`src/sv/gossip_membership_table_macros.svh`:
```
// assertion macros for the gossip membership table
// no dependencies; included by the top level only
`ifndef GOSSIP_MEMBERSHIP_TABLE_MACROS_SVH
`define GOSSIP_MEMBERSHIP_TABLE_MACROS_SVH

// same-cycle implication
`define GMT_ASSERT_IMPL(label, clk, rst, ante, cons, msg) \
   label: assert property (@(posedge clk) disable iff (rst) (ante) |-> (cons)) \
      else $error(msg);

// next-cycle implication
`define GMT_ASSERT_NEXT(label, clk, rst, ante, cons, msg) \
   label: assert property (@(posedge clk) disable iff (rst) (ante) |=> (cons)) \
      else $error(msg);

`endif

```
`src/sv/gmt_pkg.sv`:
```
// shared types and constants of the gossip membership table
// no dependencies
`default_nettype none

package gmt_pkg;

   localparam int unsigned REQ_DATA_W = 144;
   localparam int unsigned RSP_DATA_W = 48;
   localparam int unsigned FUNC_W     = 2;
   localparam int unsigned KIND_W     = 2;
   localparam int unsigned CSR_IDX_W  = 2;
   localparam int unsigned CSR_DATA_W = 32;

   // at most this many removals per tick
   localparam int unsigned RESULT_CAP = 32;
   localparam int unsigned CNT_W      = $clog2(RESULT_CAP + 1);

   localparam logic [31:0] HB_MAX = 32'hFFFF_FFFF;

   typedef enum logic [1:0] {
      FUNC_JOIN   = 2'd0,
      FUNC_PING   = 2'd1,
      FUNC_GOSSIP = 2'd2,
      FUNC_TICK   = 2'd3
   } func_type;

   typedef enum logic [1:0] {
      EVT_ADD    = 2'd0,
      EVT_REMOVE = 2'd1,
      EVT_FULL   = 2'd2
   } event_type;

   typedef enum logic [1:0] {
      CSR_TIMEOUT   = 2'd0,
      CSR_SELF_ID   = 2'd1,
      CSR_SELF_PORT = 2'd2
   } csr_type;

   typedef enum logic [2:0] {
      ST_IDLE,
      ST_READ,
      ST_EVAL,
      ST_FINISH,
      ST_FLUSH
   } state_type;

   typedef struct packed {
      logic [31:0] id;
      logic [15:0] port;
      logic [31:0] heartbeat;
      logic [31:0] last_seen;
   } slot_type;

endpackage

`default_nettype wire

```
`src/sv/gossip_membership_table.sv`:
```
// gossip membership table: member slots kept in a memory, scanned slot by slot
// depends on gmt_pkg and gossip_membership_table_macros.svh
//
// usage
//   req channel: one transfer per operation. tuser carries func (join, ping,
//   gossip merge, tick), tdata carries now_time, peer fields and the gossiped
//   entry. req_tready is high only while the sequencer is idle.
//   rsp channel: one transfer per event (member added, member removed, table
//   full). tlast marks the last event caused by one request; a request with
//   no event gives no transfer.
//   csr port: write-only, taken on csr_we; user keeps block idle, unenforced
// scan
//   the sequencer scans the slot memory slot by slot, reading then
//   evaluating each one; a lookup stops at the matching slot, a tick stops
//   after its removal cap
// reset
//   synchronous; all slots become free, registers return to timeout 20 and
//   self address 0. no clearing pass: slot valid bits live in flip-flops
// stall
//   a single output register holds each event; when the receiver stalls and a
//   new event is due, the scan waits in place until the register drains
`default_nettype none
`include "gossip_membership_table_macros.svh"

module gossip_membership_table #(
   parameter int MAX_MEMBERS = 32
) (
   input  logic                              clock,
   input  logic                              reset,
   // request channel
   input  logic                              req_tvalid,
   output logic                              req_tready,
   // now_time[31:0], peer_id[63:32], peer_port[79:64],
   // entry_heartbeat[111:80], entry_time[143:112]
   input  logic [gmt_pkg::REQ_DATA_W-1:0]    req_tdata,
   // func[1:0]
   input  logic [gmt_pkg::FUNC_W-1:0]        req_tuser,
   // response channel
   output logic                              rsp_tvalid,
   input  logic                              rsp_tready,
   // member_id[31:0], member_port[47:32]
   output logic [gmt_pkg::RSP_DATA_W-1:0]    rsp_tdata,
   // event_kind[1:0]
   output logic [gmt_pkg::KIND_W-1:0]        rsp_tuser,
   output logic                              rsp_tlast,
   // configuration write port
   input  logic                              csr_we,
   input  logic [gmt_pkg::CSR_IDX_W-1:0]     csr_index,
   input  logic [gmt_pkg::CSR_DATA_W-1:0]    csr_wdata
);

   import gmt_pkg::*;

   localparam int IDX_W = (MAX_MEMBERS > 1) ? $clog2(MAX_MEMBERS) : 1;
   localparam logic [IDX_W-1:0] LAST_IDX = IDX_W'(MAX_MEMBERS - 1);

   // configuration registers
   logic [15:0] timeout_ff;
   logic [31:0] self_id_ff;
   logic [15:0] self_port_ff;

   // sequencer
   state_type state_ff, state_in;
   logic [IDX_W-1:0] idx_ff, idx_in;

   // latched request
   func_type    func_ff, func_in;
   logic [31:0] now_ff, now_in;
   logic [31:0] id_ff, id_in;
   logic [15:0] port_ff, port_in;
   logic [31:0] ehb_ff, ehb_in;
   logic [31:0] etime_ff, etime_in;

   // scan results
   logic             found_ff, found_in;
   logic [IDX_W-1:0] match_idx_ff, match_idx_in;
   logic [31:0]      match_hb_ff, match_hb_in;
   logic             free_found_ff, free_found_in;
   logic [IDX_W-1:0] free_idx_ff, free_idx_in;
   logic [CNT_W-1:0] rm_cnt_ff, rm_cnt_in;

   // removal waiting until we know whether it is the last one
   logic        pend_valid_ff, pend_valid_in;
   logic [31:0] pend_id_ff, pend_id_in;
   logic [15:0] pend_port_ff, pend_port_in;

   // slot storage
   logic [MAX_MEMBERS-1:0] valid_ff, valid_in;
   slot_type               slot_mem_ff [MAX_MEMBERS];
   slot_type               rd_slot_ff;
   logic                   mem_we;
   logic [IDX_W-1:0]       mem_waddr;
   slot_type               mem_wdata;

   // output register
   logic        rsp_valid_ff, rsp_valid_in;
   logic [31:0] rsp_id_ff, rsp_id_in;
   logic [15:0] rsp_port_ff, rsp_port_in;
   event_type   rsp_kind_ff, rsp_kind_in;
   logic        rsp_last_ff, rsp_last_in;

   logic        push;
   event_type   push_kind;
   logic [31:0] push_id;
   logic [15:0] push_port;
   logic        push_last;

   // shared age unit: one subtract and compare, slot age during scan,
   // gossip entry age at finish
   logic [31:0] age_base;
   logic [31:0] age;
   logic        age_young;

   // per-slot evaluation
   logic cur_valid, hit, stale, at_last, can_push, is_tick, eval_hold, cap_hit;
   logic is_self, ins_ok, fin_hold;

   assign age_base  = (state_ff == ST_EVAL) ? rd_slot_ff.last_seen : etime_ff;
   assign age       = now_ff - age_base;
   assign age_young = age < {16'b0, timeout_ff};

   assign cur_valid = valid_ff[idx_ff];
   assign hit       = cur_valid && (rd_slot_ff.id == id_ff) && (rd_slot_ff.port == port_ff);
   assign stale     = cur_valid && !age_young;
   assign at_last   = (idx_ff == LAST_IDX);
   assign can_push  = !rsp_valid_ff || rsp_tready;
   assign is_tick   = (func_ff == FUNC_TICK);
   assign eval_hold = stale && pend_valid_ff && !can_push;
   assign cap_hit   = stale && (rm_cnt_ff == CNT_W'(RESULT_CAP - 1));
   assign is_self   = (id_ff == self_id_ff) && (port_ff == self_port_ff);
   assign ins_ok    = (func_ff != FUNC_GOSSIP) || (!is_self && age_young);
   assign fin_hold  = !found_ff && ins_ok && !can_push;

   // configuration writes; index three means nothing
   always_ff @(posedge clock) begin
      if (reset) begin
         timeout_ff   <= 16'd20;
         self_id_ff   <= 32'd0;
         self_port_ff <= 16'd0;
      end else if (csr_we) begin
         unique case (csr_type'(csr_index))
            CSR_TIMEOUT:   timeout_ff   <= csr_wdata[15:0];
            CSR_SELF_ID:   self_id_ff   <= csr_wdata;
            CSR_SELF_PORT: self_port_ff <= csr_wdata[15:0];
            default: ;
         endcase
      end
   end

   // next state
   always_comb begin
      state_in = state_ff;
      unique case (state_ff)
         ST_IDLE: begin
            if (req_tvalid) state_in = ST_READ;
         end
         ST_READ: state_in = ST_EVAL;
         ST_EVAL: begin
            if (is_tick) begin
               if (!eval_hold) begin
                  state_in = (cap_hit || at_last) ? ST_FLUSH : ST_READ;
               end
            end else begin
               state_in = (hit || at_last) ? ST_FINISH : ST_READ;
            end
         end
         ST_FINISH: begin
            if (!fin_hold) state_in = ST_IDLE;
         end
         ST_FLUSH: begin
            if (!(pend_valid_ff && !can_push)) state_in = ST_IDLE;
         end
         default: state_in = ST_IDLE;
      endcase
   end

   // datapath and outputs of the sequencer
   always_comb begin
      req_tready    = (state_ff == ST_IDLE);
      idx_in        = idx_ff;
      func_in       = func_ff;
      now_in        = now_ff;
      id_in         = id_ff;
      port_in       = port_ff;
      ehb_in        = ehb_ff;
      etime_in      = etime_ff;
      found_in      = found_ff;
      match_idx_in  = match_idx_ff;
      match_hb_in   = match_hb_ff;
      free_found_in = free_found_ff;
      free_idx_in   = free_idx_ff;
      rm_cnt_in     = rm_cnt_ff;
      pend_valid_in = pend_valid_ff;
      pend_id_in    = pend_id_ff;
      pend_port_in  = pend_port_ff;
      valid_in      = valid_ff;
      mem_we        = 1'b0;
      mem_waddr     = match_idx_ff;
      mem_wdata     = '{id: id_ff, port: port_ff, heartbeat: ehb_ff, last_seen: now_ff};
      push          = 1'b0;
      push_kind     = EVT_REMOVE;
      push_id       = pend_id_ff;
      push_port     = pend_port_ff;
      push_last     = 1'b0;

      unique case (state_ff)
         ST_IDLE: begin
            if (req_tvalid) begin
               func_in       = func_type'(req_tuser);
               now_in        = req_tdata[31:0];
               id_in         = req_tdata[63:32];
               port_in       = req_tdata[79:64];
               ehb_in        = req_tdata[111:80];
               etime_in      = req_tdata[143:112];
               idx_in        = '0;
               found_in      = 1'b0;
               free_found_in = 1'b0;
               rm_cnt_in     = '0;
               pend_valid_in = 1'b0;
            end
         end
         ST_READ: ;
         ST_EVAL: begin
            if (is_tick) begin
               if (stale && !eval_hold) begin
                  // the previous removal is known not to be the last
                  push          = pend_valid_ff;
                  pend_valid_in = 1'b1;
                  pend_id_in    = rd_slot_ff.id;
                  pend_port_in  = rd_slot_ff.port;
                  valid_in[idx_ff] = 1'b0;
                  rm_cnt_in     = CNT_W'(rm_cnt_ff + 1'b1);
               end
               if (!eval_hold && !cap_hit && !at_last) idx_in = IDX_W'(idx_ff + 1'b1);
            end else begin
               if (hit) begin
                  found_in     = 1'b1;
                  match_idx_in = idx_ff;
                  match_hb_in  = rd_slot_ff.heartbeat;
               end else begin
                  if (!cur_valid && !free_found_ff) begin
                     free_found_in = 1'b1;
                     free_idx_in   = idx_ff;
                  end
                  if (!at_last) idx_in = IDX_W'(idx_ff + 1'b1);
               end
            end
         end
         ST_FINISH: begin
            if (found_ff) begin
               if (func_ff == FUNC_PING) begin
                  mem_we    = 1'b1;
                  mem_wdata = '{id: id_ff, port: port_ff, last_seen: now_ff,
                                heartbeat: (match_hb_ff == HB_MAX) ? HB_MAX
                                           : match_hb_ff + 32'd1};
               end else if (func_ff == FUNC_GOSSIP && ehb_ff > match_hb_ff) begin
                  mem_we = 1'b1;
               end
            end else if (ins_ok && can_push) begin
               push      = 1'b1;
               push_kind = free_found_ff ? EVT_ADD : EVT_FULL;
               push_id   = id_ff;
               push_port = port_ff;
               push_last = 1'b1;
               if (free_found_ff) begin
                  mem_we    = 1'b1;
                  mem_waddr = free_idx_ff;
                  // gossip keeps the entry's own heartbeat and time
                  if (func_ff == FUNC_GOSSIP) begin
                     mem_wdata = '{id: id_ff, port: port_ff, heartbeat: ehb_ff,
                                   last_seen: etime_ff};
                  end else begin
                     mem_wdata = '{id: id_ff, port: port_ff, heartbeat: 32'd1,
                                   last_seen: now_ff};
                  end
                  valid_in[free_idx_ff] = 1'b1;
               end
            end
         end
         ST_FLUSH: begin
            if (pend_valid_ff && can_push) begin
               push          = 1'b1;
               push_last     = 1'b1;
               pend_valid_in = 1'b0;
            end
         end
         default: ;
      endcase
   end

   // output register: loads on push, drains on transfer
   always_comb begin
      rsp_valid_in = rsp_valid_ff;
      rsp_id_in    = rsp_id_ff;
      rsp_port_in  = rsp_port_ff;
      rsp_kind_in  = rsp_kind_ff;
      rsp_last_in  = rsp_last_ff;
      if (push) begin
         rsp_valid_in = 1'b1;
         rsp_id_in    = push_id;
         rsp_port_in  = push_port;
         rsp_kind_in  = push_kind;
         rsp_last_in  = push_last;
      end else if (rsp_tready) begin
         rsp_valid_in = 1'b0;
      end
   end

   assign rsp_tvalid = rsp_valid_ff;
   assign rsp_tdata  = {rsp_port_ff, rsp_id_ff};
   assign rsp_tuser  = rsp_kind_ff;
   assign rsp_tlast  = rsp_last_ff;

   // control registers
   always_ff @(posedge clock) begin
      if (reset) begin
         state_ff      <= ST_IDLE;
         valid_ff      <= '0;
         pend_valid_ff <= 1'b0;
         rsp_valid_ff  <= 1'b0;
         rm_cnt_ff     <= '0;
      end else begin
         state_ff      <= state_in;
         valid_ff      <= valid_in;
         pend_valid_ff <= pend_valid_in;
         rsp_valid_ff  <= rsp_valid_in;
         rm_cnt_ff     <= rm_cnt_in;
      end
   end

   // payload registers
   always_ff @(posedge clock) begin
      idx_ff        <= idx_in;
      func_ff       <= func_in;
      now_ff        <= now_in;
      id_ff         <= id_in;
      port_ff       <= port_in;
      ehb_ff        <= ehb_in;
      etime_ff      <= etime_in;
      found_ff      <= found_in;
      match_idx_ff  <= match_idx_in;
      match_hb_ff   <= match_hb_in;
      free_found_ff <= free_found_in;
      free_idx_ff   <= free_idx_in;
      pend_id_ff    <= pend_id_in;
      pend_port_ff  <= pend_port_in;
      rsp_id_ff     <= rsp_id_in;
      rsp_port_ff   <= rsp_port_in;
      rsp_kind_ff   <= rsp_kind_in;
      rsp_last_ff   <= rsp_last_in;
   end

   // slot memory: one write port, one registered read port at the scan index
   always_ff @(posedge clock) begin
      if (mem_we) slot_mem_ff[mem_waddr] <= mem_wdata;
   end

   always_ff @(posedge clock) begin
      rd_slot_ff <= slot_mem_ff[idx_ff];
   end

   // checks
   `GMT_ASSERT_IMPL(a_insert_free, clock, reset, mem_we && !found_ff, !valid_ff[mem_waddr], "insert hit a live slot")
   `GMT_ASSERT_NEXT(a_tick_shrinks, clock, reset, state_ff == ST_EVAL && func_ff == FUNC_TICK, $countones(valid_ff) <= $countones($past(valid_ff)), "tick added a member")
   `GMT_ASSERT_IMPL(a_rm_cap, clock, reset, 1'b1, rm_cnt_ff <= CNT_W'(RESULT_CAP), "removal count beyond cap")
   `GMT_ASSERT_IMPL(a_no_overrun, clock, reset, push, !rsp_valid_ff || rsp_tready, "event overwrote a waiting result")

endmodule

`default_nettype wire

```
`config.mk`:
```
export PLATFORM = sky130hd
export DESIGN_NAME = gossip_membership_table
export DESIGN_NICKNAME = d
export VERILOG_FILES = /design/src/sv/gmt_pkg.sv /design/src/sv/gossip_membership_table.sv
export VERILOG_INCLUDE_DIRS = /design/src /design/src/sv
export SDC_FILE = /design/constraint.sdc
export NUM_CORES = 2
export LEC_CHECK = 0
export BUFFER_PORTS_ARGS = -buffer_cell sky130_fd_sc_hd__buf_4
export CAP_MARGIN = 20
export CORE_ASPECT_RATIO = 0.6
export CORE_MARGIN = 5
export CORE_UTILIZATION = 50
export CTS_BUF_LIST = sky130_fd_sc_hd__clkbuf_4
export CTS_CLUSTER_SIZE = 14
export DETAILED_ROUTE_END_ITERATION = 8
export GPL_TIMING_DRIVEN = 0
export PLACE_DENSITY_LB_ADDON = 0.12
export SLEW_MARGIN = 20
export SYNTH_ARGS = -nofsm -noshare
export SYNTH_HDL_FRONTEND = slang
export SYNTH_SLANG_ARGS = --single-unit
```
`constraint.sdc`:
```
create_clock -name clock -period 30.8 [get_ports clock]
set_input_delay 3.08 -clock clock [delete_from_list [all_inputs] [get_ports clock]]
set_output_delay 3.08 -clock clock [all_outputs]
set_load 0.02 [all_outputs]
```
======== After elaboration in Yosys (flattened, before gate mapping) ========
Memories as Yosys holds them, arrays and structs flattened. A register that Yosys moved wholly into a read port is not among the register bits.
Cells that the tools add are included.
cells by class
  bitwise operators ....................... 7
  equality and inequality tests ........... 34
  multiply operators ...................... 0
  reduce and logical (&&, ||, !) cells .... 55
  shift operators ......................... 0
  muxes and demuxes ....................... 78
  order comparisons ....................... 6
  add/sub/neg operators ................... 4
  divide/modulo/power cells ............... 0
operator list
  kind                     count
  $mux W64                 6
  $mux W32                 10
  $eq A32 B32 Y1           2
  $pmux W32 S2             1
  $mux W16                 3
  $mux W5                  9
  $add A32 B1 Y32 const B  1
  $and A32 B32 Y32         1
  $eq A16 B16 Y1           2
  $eq A32 B32 Y1 const B   1
  $gt A32 B32 Y1           1
  $lt A32 B16 Y1           1
  $not A32 Y32             1
  $or A32 B32 Y32          1
  $sub A32 B32 Y32         1
  $mux W1                  27
  $ne A2 B2 Y1 const B     12
  $logic_and A1 B1 Y1      20
  $mux W3                  6
  $mux W6                  3
  $reduce_and A4 Y1        4
  $pmux W3 S5              1
  $reduce_and A5 Y1        3
  $lt A5 B6 Y1 const B     2
  31 further kinds         65
word-level totals
  word-level logic and storage cells ...... 211
  bits in read-only memories .............. 0
  bits in latches ......................... 0
  output and inout port bits .............. 53
  bits in writable memories ............... 3584
  memories ................................ 1
  bits of input ports ..................... 185
  register bits ........................... 401
memory list
  name         depth  bits a word  read ports  clocked after memory_dff  wr ports  RTL line                       text
  slot_mem_ff  32     112          1           1                         1         gossip_membership_table.sv:89  slot_type slot_mem_ff [MAX_MEMBERS];

======== Logic depth before layout (Yosys ltp) ========
  depth after elaboration ................. 14
  mapped depth ............................ 30
  depth with buffers taken out ............ 26

======== Worst setup path after synthesis ========
Ideal clock, no wire load.
  path type ............................... register to register
  from .................................... register state_ff[2]
  to ...................................... memory slot_mem_ff[11][0] (netlist name), enable pin
  cell stages (with the launch flop) ...... 30
  data arrival time ....................... 10.382 ns
  slack ................................... 19.834 ns
  data required time ...................... 30.216 ns
  cells stage by stage .................... dfxtp_1 > clkbuf_1 > nor2_1 > nand2_1 > inv_2 > buf_1 > nand2_1 > nand2_1 > ha_1 > inv_1 > fa_1 > a211oi_1 > o21ai_2 > a22oi_1 > nor2b_1 > xnor2_1 > ha_1 > and4_1 > and2_1 > a2111oi_0 > o211ai_1 > nor3_1 > and4_1 > nand4_1 > nor4b_2 > buf_6 > a32oi_4 > buf_2 > o22a_1 > nor2_1
between the ends
  longest elaborated chain between the ends .. 12
RTL lines
  what                           RTL line                        text
  start, declared                gossip_membership_table.sv:63   state_type state_ff, state_in;
  start signal, assigned         gossip_membership_table.sv:323  state_ff <= state_in;
  $eq A3 B2 Y1                   gossip_membership_table.sv:118  assign age_base = (state_ff == ST_EVAL) ? rd_slot_ff.last_seen : etime_ff;
  $mux W32                       gossip_membership_table.sv:118
  $sub A32 B32 Y32               gossip_membership_table.sv:119  assign age = now_ff - age_base;
  $lt A32 B16 Y1                 gossip_membership_table.sv:120  assign age_young = age < {16'b0, timeout_ff};
  $logic_and A1 B1 Y1            gossip_membership_table.sv:131  assign ins_ok = (func_ff != FUNC_GOSSIP) || (!is_self && age_young);
  $logic_or A1 B1 Y1             gossip_membership_table.sv:131
  $logic_and A1 B1 Y1            gossip_membership_table.sv:259  end else if (ins_ok && can_push) begin
  $mux W1                        gossip_membership_table.sv:259
  $mux W1                        gossip_membership_table.sv:250  if (found_ff) begin
  $mux W1                        gossip_membership_table.sv:206  unique case (state_ff)
  $mux W1                        gossip_membership_table.sv:355  if (mem_we) slot_mem_ff[mem_waddr] <= mem_wdata;
  $mux W1 (implied by the code)  gossip_membership_table.sv:355
  end, declared                  gossip_membership_table.sv:89
Several ways; a longest one is shown, not always the timed one.

======== Worst setup path in the final report ========
  from .................................... register state_ff[2]
  to ...................................... memory slot_mem_ff[9][111] (netlist name), enable pin
The elaborated chain is that of the path after synthesis.

==> qor.txt <==
Placed Cells: 12200
Distinct cells, synth: 82
flop2flop setup slack: 20710 ps
Mapped Area: 156000 um^2
Crit Reg-Reg Startpoint: state_ff[2]
multiplexer share of the synthesized area: 13.9%
NetSw: 2.76 mW
Hold WS: 370 ps
Synth Register Bits: 4097
Syn Area/Cell: 21.1 um^2
Clock Power Share: 37.9%
Syn Nets: 7663
post-layout minimum cycle time: 10090 ps
# rows: 159
Combinational Power Share: 7.4%
Pwr Density: 61.8 nW/um^2
antenna viol nets, final: 0
CP max FO: 14
area delta synth->final: 18.2%
worst-skew pair later-pin latency: 1530 ps
non-filler cells in the finished layout: 13900
met1 Use GR: 48.3%
CTS tree: built
Crit path required time: 31920 ps
CP Capture Type: flop
Slowest-stage cell, CP: nor4b_2
filler cell count: 23100
Synth Flop Type: edfxtp_1
met3 track demand over resource: 9.80%
Hold Buf Count CTS: 0
fraction of registers with async set/reset: 0%
layout cells sized above 1: 34.5%
vias per cell: 6.45
DP HPWL: 359000 um
critical path arrival: 11210 ps
cells on worst reg2reg path: 30
switch share: 24.2%
number of synthesized flops with an enable pin: 3878
GR Overflow Total: 0
Reg power frac: 54.8%
final period utilization: 32.7%
worst-margin pin slew: 1300 ps
DRT Wirelength: 513000 um
GRT Overall Usage: 31.3%
f_max: 99.2 MHz
Max-cap violations: 0
M2 GR Usage: 42.7%
die width: 732 um
core area: 312000 um^2
Synth warnings: 0
Final nets: 9211
Pwr Total: 11.4 mW
leakage power: 59.6 nW
clk root buf: clkbuf_4
RSZ-0062 raised after global routing: false
largest family of logic cells by synthesized area: multiplexers
first drt pass iteration count: 6
run status: finished, final reports clean
most frequent cells in the layout: edfxtp_1 (3878), clkbuf_4 (1432), mux4_2 (904), a22oi_1 (456), nand2_1 (285)
Clock Path Buffers: 4
H-tree depth: 6
Compound-Gate Fraction of Synth Area: 3.76%
port buffer count: 236
Setup crit end: slot_mem_ff[9][111]
HP Class: flop to flop
DRC: 0
peak supply drop: 0.0396 mV
num ports: 238
Final Max Tran Viols: 0
number of antenna violations at the first check in global routing: 35
drt initial violations: 14300
Setup TNS: 0 ps
Die ar.: 324000 um^2
Synth Area in XOR/XNOR: 0.819%
Hold Fails Final Rpt: 0
Largest stage delay, worst path: 960 ps
gpl congestion: 0.914
grt peak-use layer: met1
largest net degree at the start of global routing: 49
Seq/Total Area, Yosys: 77.4%
Post-CTS Resized: 0
Top cell by count, worst path: buf_12
Startpoint Class: flop
vias in the first global route: 86100
simple logic cell fraction of the synthesized area: 2.31%
most common cell after layout, fill and taps aside: edfxtp_1
Syn Inst Count: 7392
Reg clk slew, reported paths: 80 ps
Clock Skews: 160 ps
CTS buffer count: 907
clk sinks: 4097
crit path launch: state_ff[2]
final number of setup-violating endpoints: 0
crit path kind: flop to flop
post-CTS setup buffers: 0
first-pass GRT wire length: 699000 um
total number of vias: 89500
Adder-Cell Fraction of Synth Area: 0.694%
r2r endpoint: slot_mem_ff[9][111]
internal power: 8.65 mW
max_slew headroom: 12.8%
Die Y: 443 um
Routed wire per std cell: 36.9 um
Initial Utilization: 50.1%
[state kept, by name, indices dropped and copies added, names as in the netlist, 32 cells and up]
signal,flops
slot_mem_ff,3584
ehb_ff,32
valid_ff,32
self_id_ff,32
id_ff,32
match_hb_ff,32
pend_id_ff,32
etime_ff,32
rd_slot_ff,112
rsp_id_ff,32
now_ff,32
[cell usage after synthesis, types with 40 or more instances]
library cell | number | area share (%)
a22oi_1 | 456 | 2.2
buf_1 | 114 | 0.27
mux2_1 | 45 | 0.32
edfxtp_1 | 3878 | 75
nand4_1 | 171 | 0.68
mux4_2 | 904 | 13
mux2i_1 | 41 | 0.26
clkbuf_1 | 250 | 0.60
xnor2_1 | 136 | 0.76
mux2_2 | 40 | 0.29
nor2_1 | 104 | 0.25
a21oi_1 | 162 | 0.52
o21ai_0 | 53 | 0.17
ha_1 | 85 | 0.68
dfxtp_1 | 219 | 2.8
inv_1 | 69 | 0.17
nand2_1 | 287 | 0.69
[per-layer routing]
| layer | up-vias | routed length, um |
|---|---|---|
| li1 | 34800 | - |
| met1 | 47200 | 211000 |
| met2 | 6717 | 214000 |
| met3 | 825 | 71700 |
| met4 | 8 | 15900 |
| met5 | - | 57 |
[area by class of cell]
| class | instances | area [um^2] | area share (%) |
|---|---|---|---|
| Timing Repair Buffer | 639 | 10800 | 5.83 |
| Buffer | 389 | 1730 | 0.937 |
| Clock buffer | 1431 | 10700 | 5.82 |
| Multi-Input combinational cell | 2836 | 33900 | 18.4 |
| Tap cell | 4186 | 5240 | 2.84 |
| Sequential cell | 4097 | 121000 | 65.4 |
| Antenna cell | 28 | 70.1 | 0.0379 |
| Inverter | 70 | 265 | 0.144 |
| Clock inverter | 212 | 1130 | 0.612 |
[how the worst min path moves through the flow]
stage / startpoint / to / slack [ps] / cells after the start
global placement: rd_slot_ff[57] / match_hb_ff[25] / 390 / 0
detailed placement: rd_slot_ff[44] / match_hb_ff[12] / 390 / 0
CTS: rd_slot_ff[46] / match_hb_ff[14] / 390 / 0
global route: rd_slot_ff[46] / match_hb_ff[14] / 390 / 0
finish: rd_slot_ff[56] / match_hb_ff[24] / 370 / 0
floorplan: rd_slot_ff[32] / match_hb_ff[0] / 390 / 0
[worst max-delay path: cells and delay by family (launching register included)]
kind            cells  cell delay (ps)
simple gates       10             3370
buf+inv             9             2670
compound gates      7             2240
fa+ha+maj           2              590
flops               1              300
mux                 1              270
xor+xnor            1              230
[kinds of logic (layout without fill, tap and decap cells)]
| group | count (synthesis) | count (layout) |
|---|---|---|
| DFF | 4097 | 4097 |
| muxes | 1030 | 1030 |
| AOI/OAI and AO/OA | 840 | 840 |
| and+or+nand+nor | 734 | 734 |
| buffers and inverters | 459 | 2741 |
| xor gates and xnor gates | 146 | 146 |
| adders and majority gates | 86 | 86 |
| other | 0 | 28 |
[stage by stage]
stage / util, % / setup WS (ps) / cell area, um^2
final: 59.2 / 20710 / 185000
after global routing: 59.2 / 20280 / 185000
after CTS: 59.0 / 20720 / 184000
after detailed placement: 55.2 / 20740 / 172000
after global placement: 52.3 / 8060 / 163000
after floorplan: - / 19830 / 156000
[power by group through the flow]
stage	Sequential [mW]	Combinational [mW]	Clock, mW
after floorplan	6.33	0.440	0
final	6.25	0.843	4.32
after global routing	6.25	0.884	4.70
after CTS	6.26	0.812	4.39
after global placement	6.40	0.746	0
after detailed placement	6.38	0.809	0
(Power assumes the default switching activity.)
